## config.mk

```make
export PLATFORM = sky130hd
export DESIGN_NAME = pi_controller_clamped
export DESIGN_NICKNAME = d
export VERILOG_FILES = /design/src/hdl/pic_pkg.sv /design/src/hdl/pic_dmul.sv /design/src/hdl/pic_post.sv /design/src/hdl/pi_controller_clamped.sv
export SDC_FILE = /design/constraint.sdc
export NUM_CORES = 2
export LEC_CHECK = 0
export ABC_AREA = 0
export BUFFER_PORTS_ARGS = -buffer_cell sky130_fd_sc_hd__clkbuf_2
export CORE_MARGIN = 2
export CORE_UTILIZATION = 50
export CTS_CLUSTER_SIZE = 20
export DETAILED_ROUTE_END_ITERATION = 10
export MAX_ROUTING_LAYER = met4
export PLACE_DENSITY_LB_ADDON = 0.08
export SLEW_MARGIN = 20
export SYNTH_ARGS = -nofsm -noshare
export SYNTH_HDL_FRONTEND = slang
export SYNTH_SLANG_ARGS = --single-unit
```

## constraint.sdc

```tcl
create_clock -name clk -period 6.8 [get_ports clk]
set_input_delay 1.7 -clock clk [delete_from_list [all_inputs] [get_ports clk]]
set_output_delay 1.7 -clock clk [all_outputs]
set_load 0.02 [all_outputs]
```

## src/hdl/pic_pkg.sv

```systemverilog
// Shared types, constants and the Q.16 saturation helper for the PI controller.
`default_nettype none

package pic_pkg;

	localparam int ERR_W   = 17;  // setpoint - measured
	localparam int GAIN_W  = 16;  // kp, ki, sample period
	localparam int MC_W    = 33;  // multiplicand: error or error*ki
	localparam int ACC_W   = 49;  // full product error*ki*period
	localparam int INTEG_W = 25;  // integrator, Q9.16
	localparam int SUM_W   = 42;  // sums ahead of the clamp
	localparam int DRIVE_W = 9;
	localparam int DIG_W   = 4;   // multiplier digit per cycle
	localparam int STEPS   = GAIN_W / DIG_W;
	localparam int CNT_W   = $clog2(STEPS);
	localparam int CFG_W   = 2;

	localparam logic [CFG_W-1:0] REG_KP     = 2'd0;
	localparam logic [CFG_W-1:0] REG_KI     = 2'd1;
	localparam logic [CFG_W-1:0] REG_PERIOD = 2'd2;

	localparam logic signed [GAIN_W-1:0] KP_RESET     = 16'sd256;
	localparam logic signed [GAIN_W-1:0] KI_RESET     = 16'sd0;
	localparam logic        [GAIN_W-1:0] PERIOD_RESET = 16'd655;

	// +/-255.0 in Q.16
	localparam logic signed [SUM_W-1:0] LIMIT_HI = 42'sd16711680;
	localparam logic signed [SUM_W-1:0] LIMIT_LO = -42'sd16711680;

	typedef struct packed {
		logic start;
		logic msigned;  // top digit of the multiplier carries the sign
	} mul_cmd_t;

	typedef struct packed {
		logic start;
		logic take;
	} post_ctl_t;

	function automatic logic signed [INTEG_W-1:0] sat_q16(input logic signed [SUM_W-1:0] v);
		logic signed [SUM_W-1:0] r;
		begin
			if (v > LIMIT_HI) r = LIMIT_HI;
			else if (v < LIMIT_LO) r = LIMIT_LO;
			else r = v;
			sat_q16 = r[INTEG_W-1:0];
		end
	endfunction

endpackage

`default_nettype wire

```

## src/hdl/pic_dmul.sv

```systemverilog
// Digit-serial multiplier: one 4-bit multiplier digit per cycle into a 49-bit accumulator.
`default_nettype none

module pic_dmul
	import pic_pkg::*;
(
	input  wire logic                    clk,
	input  wire logic                    arst_n,
	input  wire mul_cmd_t                cmd,
	input  wire logic signed [MC_W-1:0]  mcand,
	input  wire logic [GAIN_W-1:0]       mplier,
	output logic signed [ACC_W-1:0]      product,
	output logic                         done
);

	logic                      busy_q;
	logic                      done_q;
	logic [CNT_W-1:0]          cnt_q;
	logic                      msigned_q;
	logic signed [ACC_W-1:0]   mcand_q;
	logic [GAIN_W-1:0]         mplier_q;
	logic signed [ACC_W-1:0]   acc_q;
	logic                      last;
	logic signed [DIG_W:0]     sdig;
	logic signed [ACC_W+DIG_W:0] pp;

	assign last = (cnt_q == CNT_W'(STEPS - 1));
	// top digit of a signed multiplier weighs negative
	assign sdig = (msigned_q && last) ? {mplier_q[DIG_W-1], mplier_q[DIG_W-1:0]}
	                                  : {1'b0, mplier_q[DIG_W-1:0]};
	assign pp   = mcand_q * sdig;

	always_ff @(posedge clk or negedge arst_n) begin
		if (!arst_n) begin
			busy_q    <= 1'b0;
			done_q    <= 1'b0;
			cnt_q     <= '0;
			msigned_q <= 1'b0;
		end else begin
			done_q <= 1'b0;
			if (cmd.start) begin
				busy_q    <= 1'b1;
				cnt_q     <= '0;
				msigned_q <= cmd.msigned;
			end else if (busy_q) begin
				cnt_q <= cnt_q + CNT_W'(1);
				if (last) begin
					busy_q <= 1'b0;
					done_q <= 1'b1;
				end
			end
		end
	end

	always_ff @(posedge clk) begin
		if (cmd.start) begin
			acc_q    <= '0;
			mcand_q  <= {{(ACC_W-MC_W){mcand[MC_W-1]}}, mcand};
			mplier_q <= mplier;
		end else if (busy_q) begin
			acc_q    <= acc_q + pp[ACC_W-1:0];
			mcand_q  <= mcand_q <<< DIG_W;
			mplier_q <= mplier_q >> DIG_W;
		end
	end

	assign product = acc_q;
	assign done    = done_q;

	assert property (@(posedge clk) disable iff (!arst_n) cmd.start |-> !busy_q)
		else $error("multiplier restarted while busy");

endmodule

`default_nettype wire

```

## src/hdl/pic_post.sv

```systemverilog
// Integrator update with clamp, then drive = clamp(P + I) truncated toward zero.
`default_nettype none

module pic_post
	import pic_pkg::*;
(
	input  wire logic                    clk,
	input  wire logic                    arst_n,
	input  wire post_ctl_t               ctl,
	input  wire logic signed [ACC_W-1:0] prod_p,
	input  wire logic signed [ACC_W-1:0] prod_i,
	output logic                         valid,
	output logic signed [DRIVE_W-1:0]    drive
);

	localparam int P_W = MC_W + 8;  // P in Q.16

	logic signed [INTEG_W-1:0] integ_q;
	logic                      valid_s1;
	logic signed [MC_W-1:0]    p_s1;
	logic signed [SUM_W-1:0]   integ_sum;
	logic signed [SUM_W-1:0]   out_sum;
	logic signed [INTEG_W-1:0] m_sat;
	logic signed [INTEG_W-1:0] m_adj;
	logic signed [P_W-1:0]     p_q16;

	// increment floor(inc / 256) is the arithmetic shift, i.e. the upper bits
	assign integ_sum = SUM_W'(integ_q) + SUM_W'($signed(prod_i[ACC_W-1:8]));

	assign p_q16   = {p_s1, 8'd0};
	assign out_sum = SUM_W'(p_q16) + SUM_W'(integ_q);
	assign m_sat   = sat_q16(out_sum);
	// bias negatives so the shift truncates toward zero
	assign m_adj   = m_sat + (m_sat[INTEG_W-1] ? INTEG_W'(65535) : INTEG_W'(0));
	assign drive   = m_adj[INTEG_W-1:16];
	assign valid   = valid_s1;

	always_ff @(posedge clk or negedge arst_n) begin
		if (!arst_n) begin
			integ_q  <= '0;
			valid_s1 <= 1'b0;
		end else begin
			if (ctl.start) begin
				integ_q  <= sat_q16(integ_sum);
				valid_s1 <= 1'b1;
			end else if (ctl.take) begin
				valid_s1 <= 1'b0;
			end
		end
	end

	always_ff @(posedge clk) begin
		if (ctl.start) p_s1 <= prod_p[MC_W-1:0];
	end

	assert property (@(posedge clk) disable iff (!arst_n)
		(integ_q <= $signed(LIMIT_HI[INTEG_W-1:0])) &&
		(integ_q >= $signed(LIMIT_LO[INTEG_W-1:0])))
		else $error("integrator out of +/-255");

endmodule

`default_nettype wire

```

## src/hdl/pi_controller_clamped.sv

```systemverilog
// PI controller top: config registers, sequencer, two digit-serial multipliers, output register.
// Order: 4 digit steps for e*kp and e*ki, a restart of the integral multiplier, 4 for e*ki*period,
//   integrator update, output register load.
// A new item is accepted only once the last result has moved to the output register; the pace is
//   set by the two passes through the 4-bit digit multiplier that form the integral increment.
// Reset (arst_n low, asynchronous): integrator zero, kp = 1.0, ki = 0, period = 655,
//   no item in flight and no result pending.
`default_nettype none

module pi_controller_clamped
	import pic_pkg::*;
(
	input  wire logic               clk,
	input  wire logic               arst_n,
	// config write port
	input  wire logic               cfg_wr_en,
	input  wire logic [CFG_W-1:0]   cfg_index,
	input  wire logic [GAIN_W-1:0]  cfg_data,
	// input items
	input  wire logic               s_tvalid,
	output logic                    s_tready,
	input  wire logic [31:0]        s_tdata,   // [15:0] setpoint, [31:16] measured
	// result items
	output logic                    m_tvalid,
	input  wire logic               m_tready,
	output logic [15:0]             m_tdata    // [8:0] drive, [15:9] zero
);

	localparam logic [1:0] ST_IDLE  = 2'd0;
	localparam logic [1:0] ST_MUL_A = 2'd1;  // e*kp and e*ki
	localparam logic [1:0] ST_MUL_B = 2'd2;  // (e*ki)*period
	localparam logic [1:0] ST_POST  = 2'd3;  // integrator update, wait for output slot

	logic [1:0]                state_q;
	logic signed [GAIN_W-1:0]  kp_q;
	logic signed [GAIN_W-1:0]  ki_q;
	logic [GAIN_W-1:0]         period_q;
	logic                      m_tvalid_q;
	logic signed [DRIVE_W-1:0] drive_q;

	logic                      accept;
	logic signed [ERR_W-1:0]   err;
	logic signed [MC_W-1:0]    err_ext;
	mul_cmd_t                  cmd_p;
	mul_cmd_t                  cmd_i;
	logic signed [MC_W-1:0]    mcand_i;
	logic [GAIN_W-1:0]         mplier_i;
	logic signed [ACC_W-1:0]   prod_p;
	logic signed [ACC_W-1:0]   prod_i;
	logic                      done_p;
	logic                      done_i;
	post_ctl_t                 post_ctl;
	logic                      post_valid;
	logic signed [DRIVE_W-1:0] post_drive;

	assign s_tready = (state_q == ST_IDLE);
	assign accept   = s_tvalid && s_tready;

	// error is exact in 17 bits
	assign err     = ERR_W'($signed(s_tdata[15:0])) - ERR_W'($signed(s_tdata[31:16]));
	assign err_ext = MC_W'(err);

	// proportional multiplier: e * kp, signed digits
	assign cmd_p.start   = accept;
	assign cmd_p.msigned = 1'b1;

	// integral multiplier: first e * ki (signed), then (e*ki) * period (unsigned)
	assign cmd_i.start   = accept || ((state_q == ST_MUL_A) && done_i);
	assign cmd_i.msigned = (state_q == ST_IDLE);
	assign mcand_i       = (state_q == ST_IDLE) ? err_ext : prod_i[MC_W-1:0];
	assign mplier_i      = (state_q == ST_IDLE) ? ki_q : period_q;

	pic_dmul u_mul_p (
		.clk     (clk),
		.arst_n  (arst_n),
		.cmd     (cmd_p),
		.mcand   (err_ext),
		.mplier  (kp_q),
		.product (prod_p),
		.done    (done_p)
	);

	pic_dmul u_mul_i (
		.clk     (clk),
		.arst_n  (arst_n),
		.cmd     (cmd_i),
		.mcand   (mcand_i),
		.mplier  (mplier_i),
		.product (prod_i),
		.done    (done_i)
	);

	// result moves to the output register once the slot is free or being emptied
	assign post_ctl.start = (state_q == ST_MUL_B) && done_i;
	assign post_ctl.take  = post_valid && (!m_tvalid_q || m_tready);

	pic_post u_post (
		.clk    (clk),
		.arst_n (arst_n),
		.ctl    (post_ctl),
		.prod_p (prod_p),
		.prod_i (prod_i),
		.valid  (post_valid),
		.drive  (post_drive)
	);

	// config registers; writes must arrive only while idle, which the block itself does not enforce
	always_ff @(posedge clk or negedge arst_n) begin
		if (!arst_n) begin
			kp_q     <= KP_RESET;
			ki_q     <= KI_RESET;
			period_q <= PERIOD_RESET;
		end else if (cfg_wr_en) begin
			unique case (cfg_index)
				REG_KP:     kp_q     <= cfg_data;
				REG_KI:     ki_q     <= cfg_data;
				REG_PERIOD: period_q <= cfg_data;
				default:    ;
			endcase
		end
	end

	// sequencer
	always_ff @(posedge clk or negedge arst_n) begin
		if (!arst_n) begin
			state_q <= ST_IDLE;
		end else begin
			unique case (state_q)
				ST_IDLE:  if (accept) state_q <= ST_MUL_A;
				ST_MUL_A: if (done_i) state_q <= ST_MUL_B;
				ST_MUL_B: if (done_i) state_q <= ST_POST;
				ST_POST:  if (post_ctl.take) state_q <= ST_IDLE;
				default:  state_q <= ST_IDLE;
			endcase
		end
	end

	// output register
	always_ff @(posedge clk or negedge arst_n) begin
		if (!arst_n) begin
			m_tvalid_q <= 1'b0;
		end else if (post_ctl.take) begin
			m_tvalid_q <= 1'b1;
		end else if (m_tready) begin
			m_tvalid_q <= 1'b0;
		end
	end

	always_ff @(posedge clk) begin
		if (post_ctl.take) drive_q <= post_drive;
	end

	assign m_tvalid = m_tvalid_q;
	assign m_tdata  = {{(16-DRIVE_W){1'b0}}, drive_q};

	// both multipliers finish together in the first pass
	assert property (@(posedge clk) disable iff (!arst_n)
		done_p |-> (done_i && (state_q == ST_MUL_A)))
		else $error("proportional product out of step");

	assert property (@(posedge clk) disable iff (!arst_n)
		done_i |-> ((state_q == ST_MUL_A) || (state_q == ST_MUL_B)))
		else $error("integral multiplier done outside its passes");

	assert property (@(posedge clk) disable iff (!arst_n)
		post_valid |-> (state_q == ST_POST))
		else $error("post result outside post state");

	assert property (@(posedge clk) disable iff (!arst_n)
		m_tvalid |-> (m_tdata[8:0] != 9'h100))
		else $error("drive beyond -255");

endmodule

`default_nettype wire

```

# After elaboration in Yosys (flattened, before gate mapping)
# Index checks and enable logic that the tools add are counted.
dict set report word_totals {
  regBits 356
  output_inout_bits 18
  wordCells 105
}
dict set report classes {
  n_addsub 8
  mul 2
  magnitude_cmp 4
  eq_ne 11
  mux 39
  reduce_logical 19
}
# cell count
set op_table {}
lappend op_table {{$mux W49} 4}
lappend op_table {{$mux W25} 4}
lappend op_table {{$add A49 B49 Y49} 2}
lappend op_table {{$mul A49 B5 Y49} 2}
lappend op_table {{$mux W16} 6}
lappend op_table {{$gt A42 B25 Y1 const B} 2}
lappend op_table {{$lt A42 B25 Y1 const B} 2}
lappend op_table {{$add A25 B41 Y42} 1}
lappend op_table {{$add A41 B25 Y42} 1}
lappend op_table {{$mux W33} 1}
lappend op_table {{$add A25 B25 Y25} 1}
lappend op_table {{$sub A16 B16 Y17} 1}
lappend op_table {{$mux W2} 8}
lappend op_table {{$mux W1} 13}
lappend op_table {{$eq A2 B2 Y1 const B} 5}
lappend op_table {{$mux W5} 2}
lappend op_table {{$pmux W2 S4} 1}
lappend op_table {{$reduce_bool A2 Y1} 4}
lappend op_table {{$logic_and A1 B1 Y1} 6}
lappend op_table {{$ne A2 B1 Y1 const B} 3}
lappend op_table {{$reduce_and A2 Y1} 3}
lappend op_table {{$add A2 B1 Y2 const B} 2}
lappend op_table {{$eq A2 B1 Y1 const B} 2}
lappend op_table {{$logic_not A2 Y1} 2}
lappend op_table {{other kinds (4)} 5}

# Longest topological paths before layout
dict set report depth {
  ltp_word 6
  ltp_mapped 27
}

# Modules after synthesis
# Synthesis repeated with hierarchy kept, for this count alone.
dict set report hier_totals {
  hier_cells 4280
  area_unflattened_um2 39522.9
}
# mod n_inst cells_per_inst area_each_um2 seq_area_each_um2
set by_module_without_submodules {}
lappend by_module_without_submodules {{pic_dmul at u_mul_p} 1 1443 13700.6 3057.9}
lappend by_module_without_submodules {{pic_dmul at u_mul_i} 1 1434 13580.5 3057.9}
lappend by_module_without_submodules {pic_post 1 1008 8185.4 1641.6}
lappend by_module_without_submodules {pi_controller_clamped 1 395 4056.4 1555.2}

# Worst setup path after synthesis
# OpenSTA, ideal clock, no wires.
dict set report synth_timing {
  path_kind {register to register}
  startpoint {register u_mul_i.cnt_q[0]}
  endpoint {register u_mul_i.acc_q[47] (netlist: u_mul_i.product[47])}
  setup_ps 189
  arrival_ps 6209
  t_required_ps 6611
  slack_ps 402
  stages_incl_launch_ff 24
  period_less_slack_ps 6398
  cell_sequence {dfrtp_1 > ha_1 > nand3_1 > clkbuf_1 > or2_2 > fa_1 > fa_1 > fa_1 > inv_1 > fa_1 > fa_1 > a21o_1 > a21o_1 > a2111oi_0 > o21bai_1 > a311oi_1 > o311a_1 > nor3_1 > a221o_1 > nand2_1 > o21ai_0 > a31oi_1 > xor2_1 > o22ai_1}
}
dict set report synth_between {
  elab_chain_len 5
}
# item line
set synth_lines {}
lappend synth_lines {{from (decl)} pic_dmul.sv:18} ;# logic [CNT_W-1:0] cnt_q;
lappend synth_lines {{from (signal assigned)} pic_dmul.sv:46} ;# cnt_q <= cnt_q + CNT_W'(1);
lappend synth_lines {{$eq A2 B2 Y1} pic_dmul.sv:27} ;# assign last = (cnt_q == CNT_W'(STEPS - 1));
lappend synth_lines {{$logic_and A1 B1 Y1} pic_dmul.sv:29} ;# assign sdig = (msigned_q && last) ? {mplier_q[DIG_W-1], mplier_q[DIG_W-1:0]}
lappend synth_lines {{$mux W5} pic_dmul.sv:29}
lappend synth_lines {{$mul A49 B5 Y49} pic_dmul.sv:31} ;# assign pp = mcand_q * sdig;
lappend synth_lines {{$add A49 B49 Y49} pic_dmul.sv:61} ;# acc_q <= acc_q + pp[ACC_W-1:0];
lappend synth_lines {{to (signal assigned)} pic_dmul.sv:61}
lappend synth_lines {{to (decl)} pic_dmul.sv:22} ;# logic signed [ACC_W-1:0] acc_q;
# Every way passes these cells.
# A chain may end at the register's enable or synchronous reset.

# Worst setup path in the final report
dict set report layout_timing {
  startpoint {register u_mul_i.cnt_q[0]}
  endpoint {register u_mul_i.acc_q[43] (netlist: u_mul_i.product[43])}
}
# Same word-level chain as after synthesis.

==> results.toml <==
[layout]
final_layout_size_suffix_gt1_frac = 0.0994
nFillCells = 5832
areaGrowthSynthToFinish_pct = 8.01
final_cell_mix = "nand2_1 (425), fa_1 (302), ha_1 (270)"
nets = 4057
final_common_cell = "nand2_1"
multi_input_area_um2 = 22300
fin_util = 0.544
seq_area_um2 = 8490
diodes = 0

[floorplanning]
die_w_um = 258
start_util = 0.503
num_rows = 93
die_h_um = 258
die_area_um2 = 66600
ioPinCount = 73
coreArea_um2 = 64100

[sta]
setup_tns_ps = 0
tightest_slew_ps = 949
setup_viol = 0
rsz0062_at_grt = "false"
final.setup_skew_ps = 44.3
period_share = 0.948
finalMaxSlewViolations = 0
slew_headroom = 0.366
finalCriticalPeriod_ps = 6450
fmax_mhz = 155
hold_viol = 0

[hold_path]
holdPathStages = 2
hold_class = "reg -> reg"
hold_path.startpoint = "u_post.valid$_DFFE_PN0P_"

[worst_setup_path]
start_kind = "flip-flop"
critPathLaunch = "u_mul_i.cnt_q[0]$_DFFE_PN0P_"
end_kind = "flip-flop"
cp.required_ps = 7270
arrival_ps = 6920
path_common_cell = "fa_1"
reg2reg_depth = 23
worst_path_largest_cell_delay_ps = 550
crit_type = "reg -> reg"
path_max_fanout = 3
path_cells = "ha_1 > nand3_1 > or2_2 > fa_1 > fa_1 > fa_1 > inv_1 > fa_1 > fa_2 > a21o_1 > a21o_1 > a2111oi_4 > o21bai_2 > a311oi_2 > buf_4 > o311a_1 > nor3_1 > a221o_1 > nand2_1 > o21ai_1 > a31oi_1 > xor2_1 > o21ai_0"
cp_slowest_cell = "fa_1"
regToRegStartpoint = "u_mul_i.cnt_q[0]$_DFFE_PN0P_"

[global_route]
grt_pass1_vias = 25400
antenna_found_initial = 0
grt_max_degree = 75
grt_pass1_wl_um = 140000
grt_usage = 0.270
gr-total-overflow = 0

[yosys]
ys_ff_latch = 324
async_reset_ff_frac = 0.265
seq_area_frac_synth = 0.263
synth_ff_type = "edfxtp_1"
synth.distinct_cells = 92
synth-edff-count = 156
ys_warn_count = 0
synth_area_um2 = 32300
synthCells = 3409
postSynthAreaPerCell_um2 = 9.47

[drt]
drt_iter0_drc = 1761
drc = 0
antenna_left = 0
routedWlPerCell_um = 19.8
wl_um = 85500
dr.pass1.iters = 6
avgViaCountPerCell = 5.73
num_vias = 24700

[cts]
tritoncts = "built"
cts_setup_buffers = 0
clkLatencyLatePin_ps = 600
h-tree-depth = 2
root_buffer = "clkbuf_16"
hold_buffers = 0
clockBufferDepth = 3
cts.sinks = 324
path_clk_slew_ps = 60
cts.repair.resized = 0
cts_buffers = 40

[place]
gp_congestion = 0.953
dp_hpwl_um = 66900
port_buffers = 65

[job]
cap_violations = 0

[status]
outcome = "completed"
## critical path, delay by kind of cell (launching register included)
family,cells,cell delay [ps]
and+or+nand+nor,4,650
adders and majority gates,6,2710
AOI/OAI and AO/OA,10,2180
xor gates and xnor gates,1,170
buffers and inverters,2,230
DFF,1,370
## flip-flops by register name, indices dropped and copies added (netlist names), 16 cells and up
register	cells
u_mul_i.mcand_q	49
u_mul_p.mcand_q	33
kp_q	16
period_q	16
u_mul_p.mplier_q	16
u_mul_i.product	49
ki_q	16
u_mul_i.mplier_q	16
u_mul_p.product	33
u_post.p_s1	33
u_post.integ_q	25
## synthesized netlist by cell type (all sizes together) (25+ instances only)
library cell,count,area (µm²)
ha,271,3390
nor3,37,196
xnor2,102,893
and2,168,1050
nand2b,30,188
nor2b,26,163
xor2,55,482
clkbuf,102,383
nand2,426,1600
mux2,49,552
o21ai,141,713
nand4,35,219
edfxtp,156,4680
nand3,42,210
fa,303,6070
a21o,85,638
dfxtp,82,1640
inv,260,976
dfrtp,79,1980
or2,77,482
o21a,41,308
a21oi,214,1080
and3,25,156
nor2,189,709
mux2i,61,611
buf,35,223
o21bai,28,210
## through the flow
stage | setup slack (ps) | std cells | hold slack, ps | cell area [µm²]
floorplan | 402 | 3415 | 428 | 32300
global placement | 147 | 4241 | 444 | 33400
detailed placement | 25.4 | 4241 | 444 | 33400
CTS | 21.4 | 4315 | 456 | 34800
global route | 25.0 | 4315 | 504 | 34900
finish | 350 | 4315 | 458 | 34900
## per-layer routing
| metal | global-route usage | vias up | share of wire |
|---|---|---|---|
| li1 | - | 11800 | - |
| met1 | 0.370 | 12200 | 0.47 |
| met2 | 0.425 | 639 | 0.46 |
| met3 | 0.0357 | 118 | 0.050 |
| met4 | 0.0687 | 0 | 0.025 |
| met5 | - | - | 0 |
## logic make-up after synthesis
logic type / count (synthesis) / share of synthesized area
AO/OA/AOI/OAI: 711 / 0.143
buffers and inverters: 397 / 0.0490
adder cells (fa/ha/maj): 574 / 0.293
AND/OR/NAND/NOR: 1135 / 0.173
other: 1 / 0.000116
XOR/XNOR: 157 / 0.0426
multiplexers: 110 / 0.0360
flip-flops: 324 / 0.263
## worst paths after layout
check	to	slack [ps]
worst max-delay path	u_mul_i.product[43]$_SDFFE_PN0P_	350
worst min-delay path	m_tvalid$_DFFE_PN0P_	460
worst max register to register	u_mul_i.product[43]$_SDFFE_PN0P_	350
worst min register to register	m_tvalid$_DFFE_PN0P_	460
max in group asynchronous	u_mul_i.busy_q$_DFF_PN0_	4510
min in group asynchronous	m_tvalid$_DFFE_PN0P_	1050
## layout make-up
cell class / instances / share of cell area
timing repair buffer: 108 / 0.0187
clock inverter: 23 / 0.00678
sequential: 324 / 0.244
inverter: 260 / 0.0280
multi-input combinational: 2694 / 0.640
tap: 855 / 0.0307
clock buffer: 51 / 0.0325
Power is left out: the tool's default activity adds up to more than one toggle a clock period on the data nets, which glitch-free logic cannot reach.
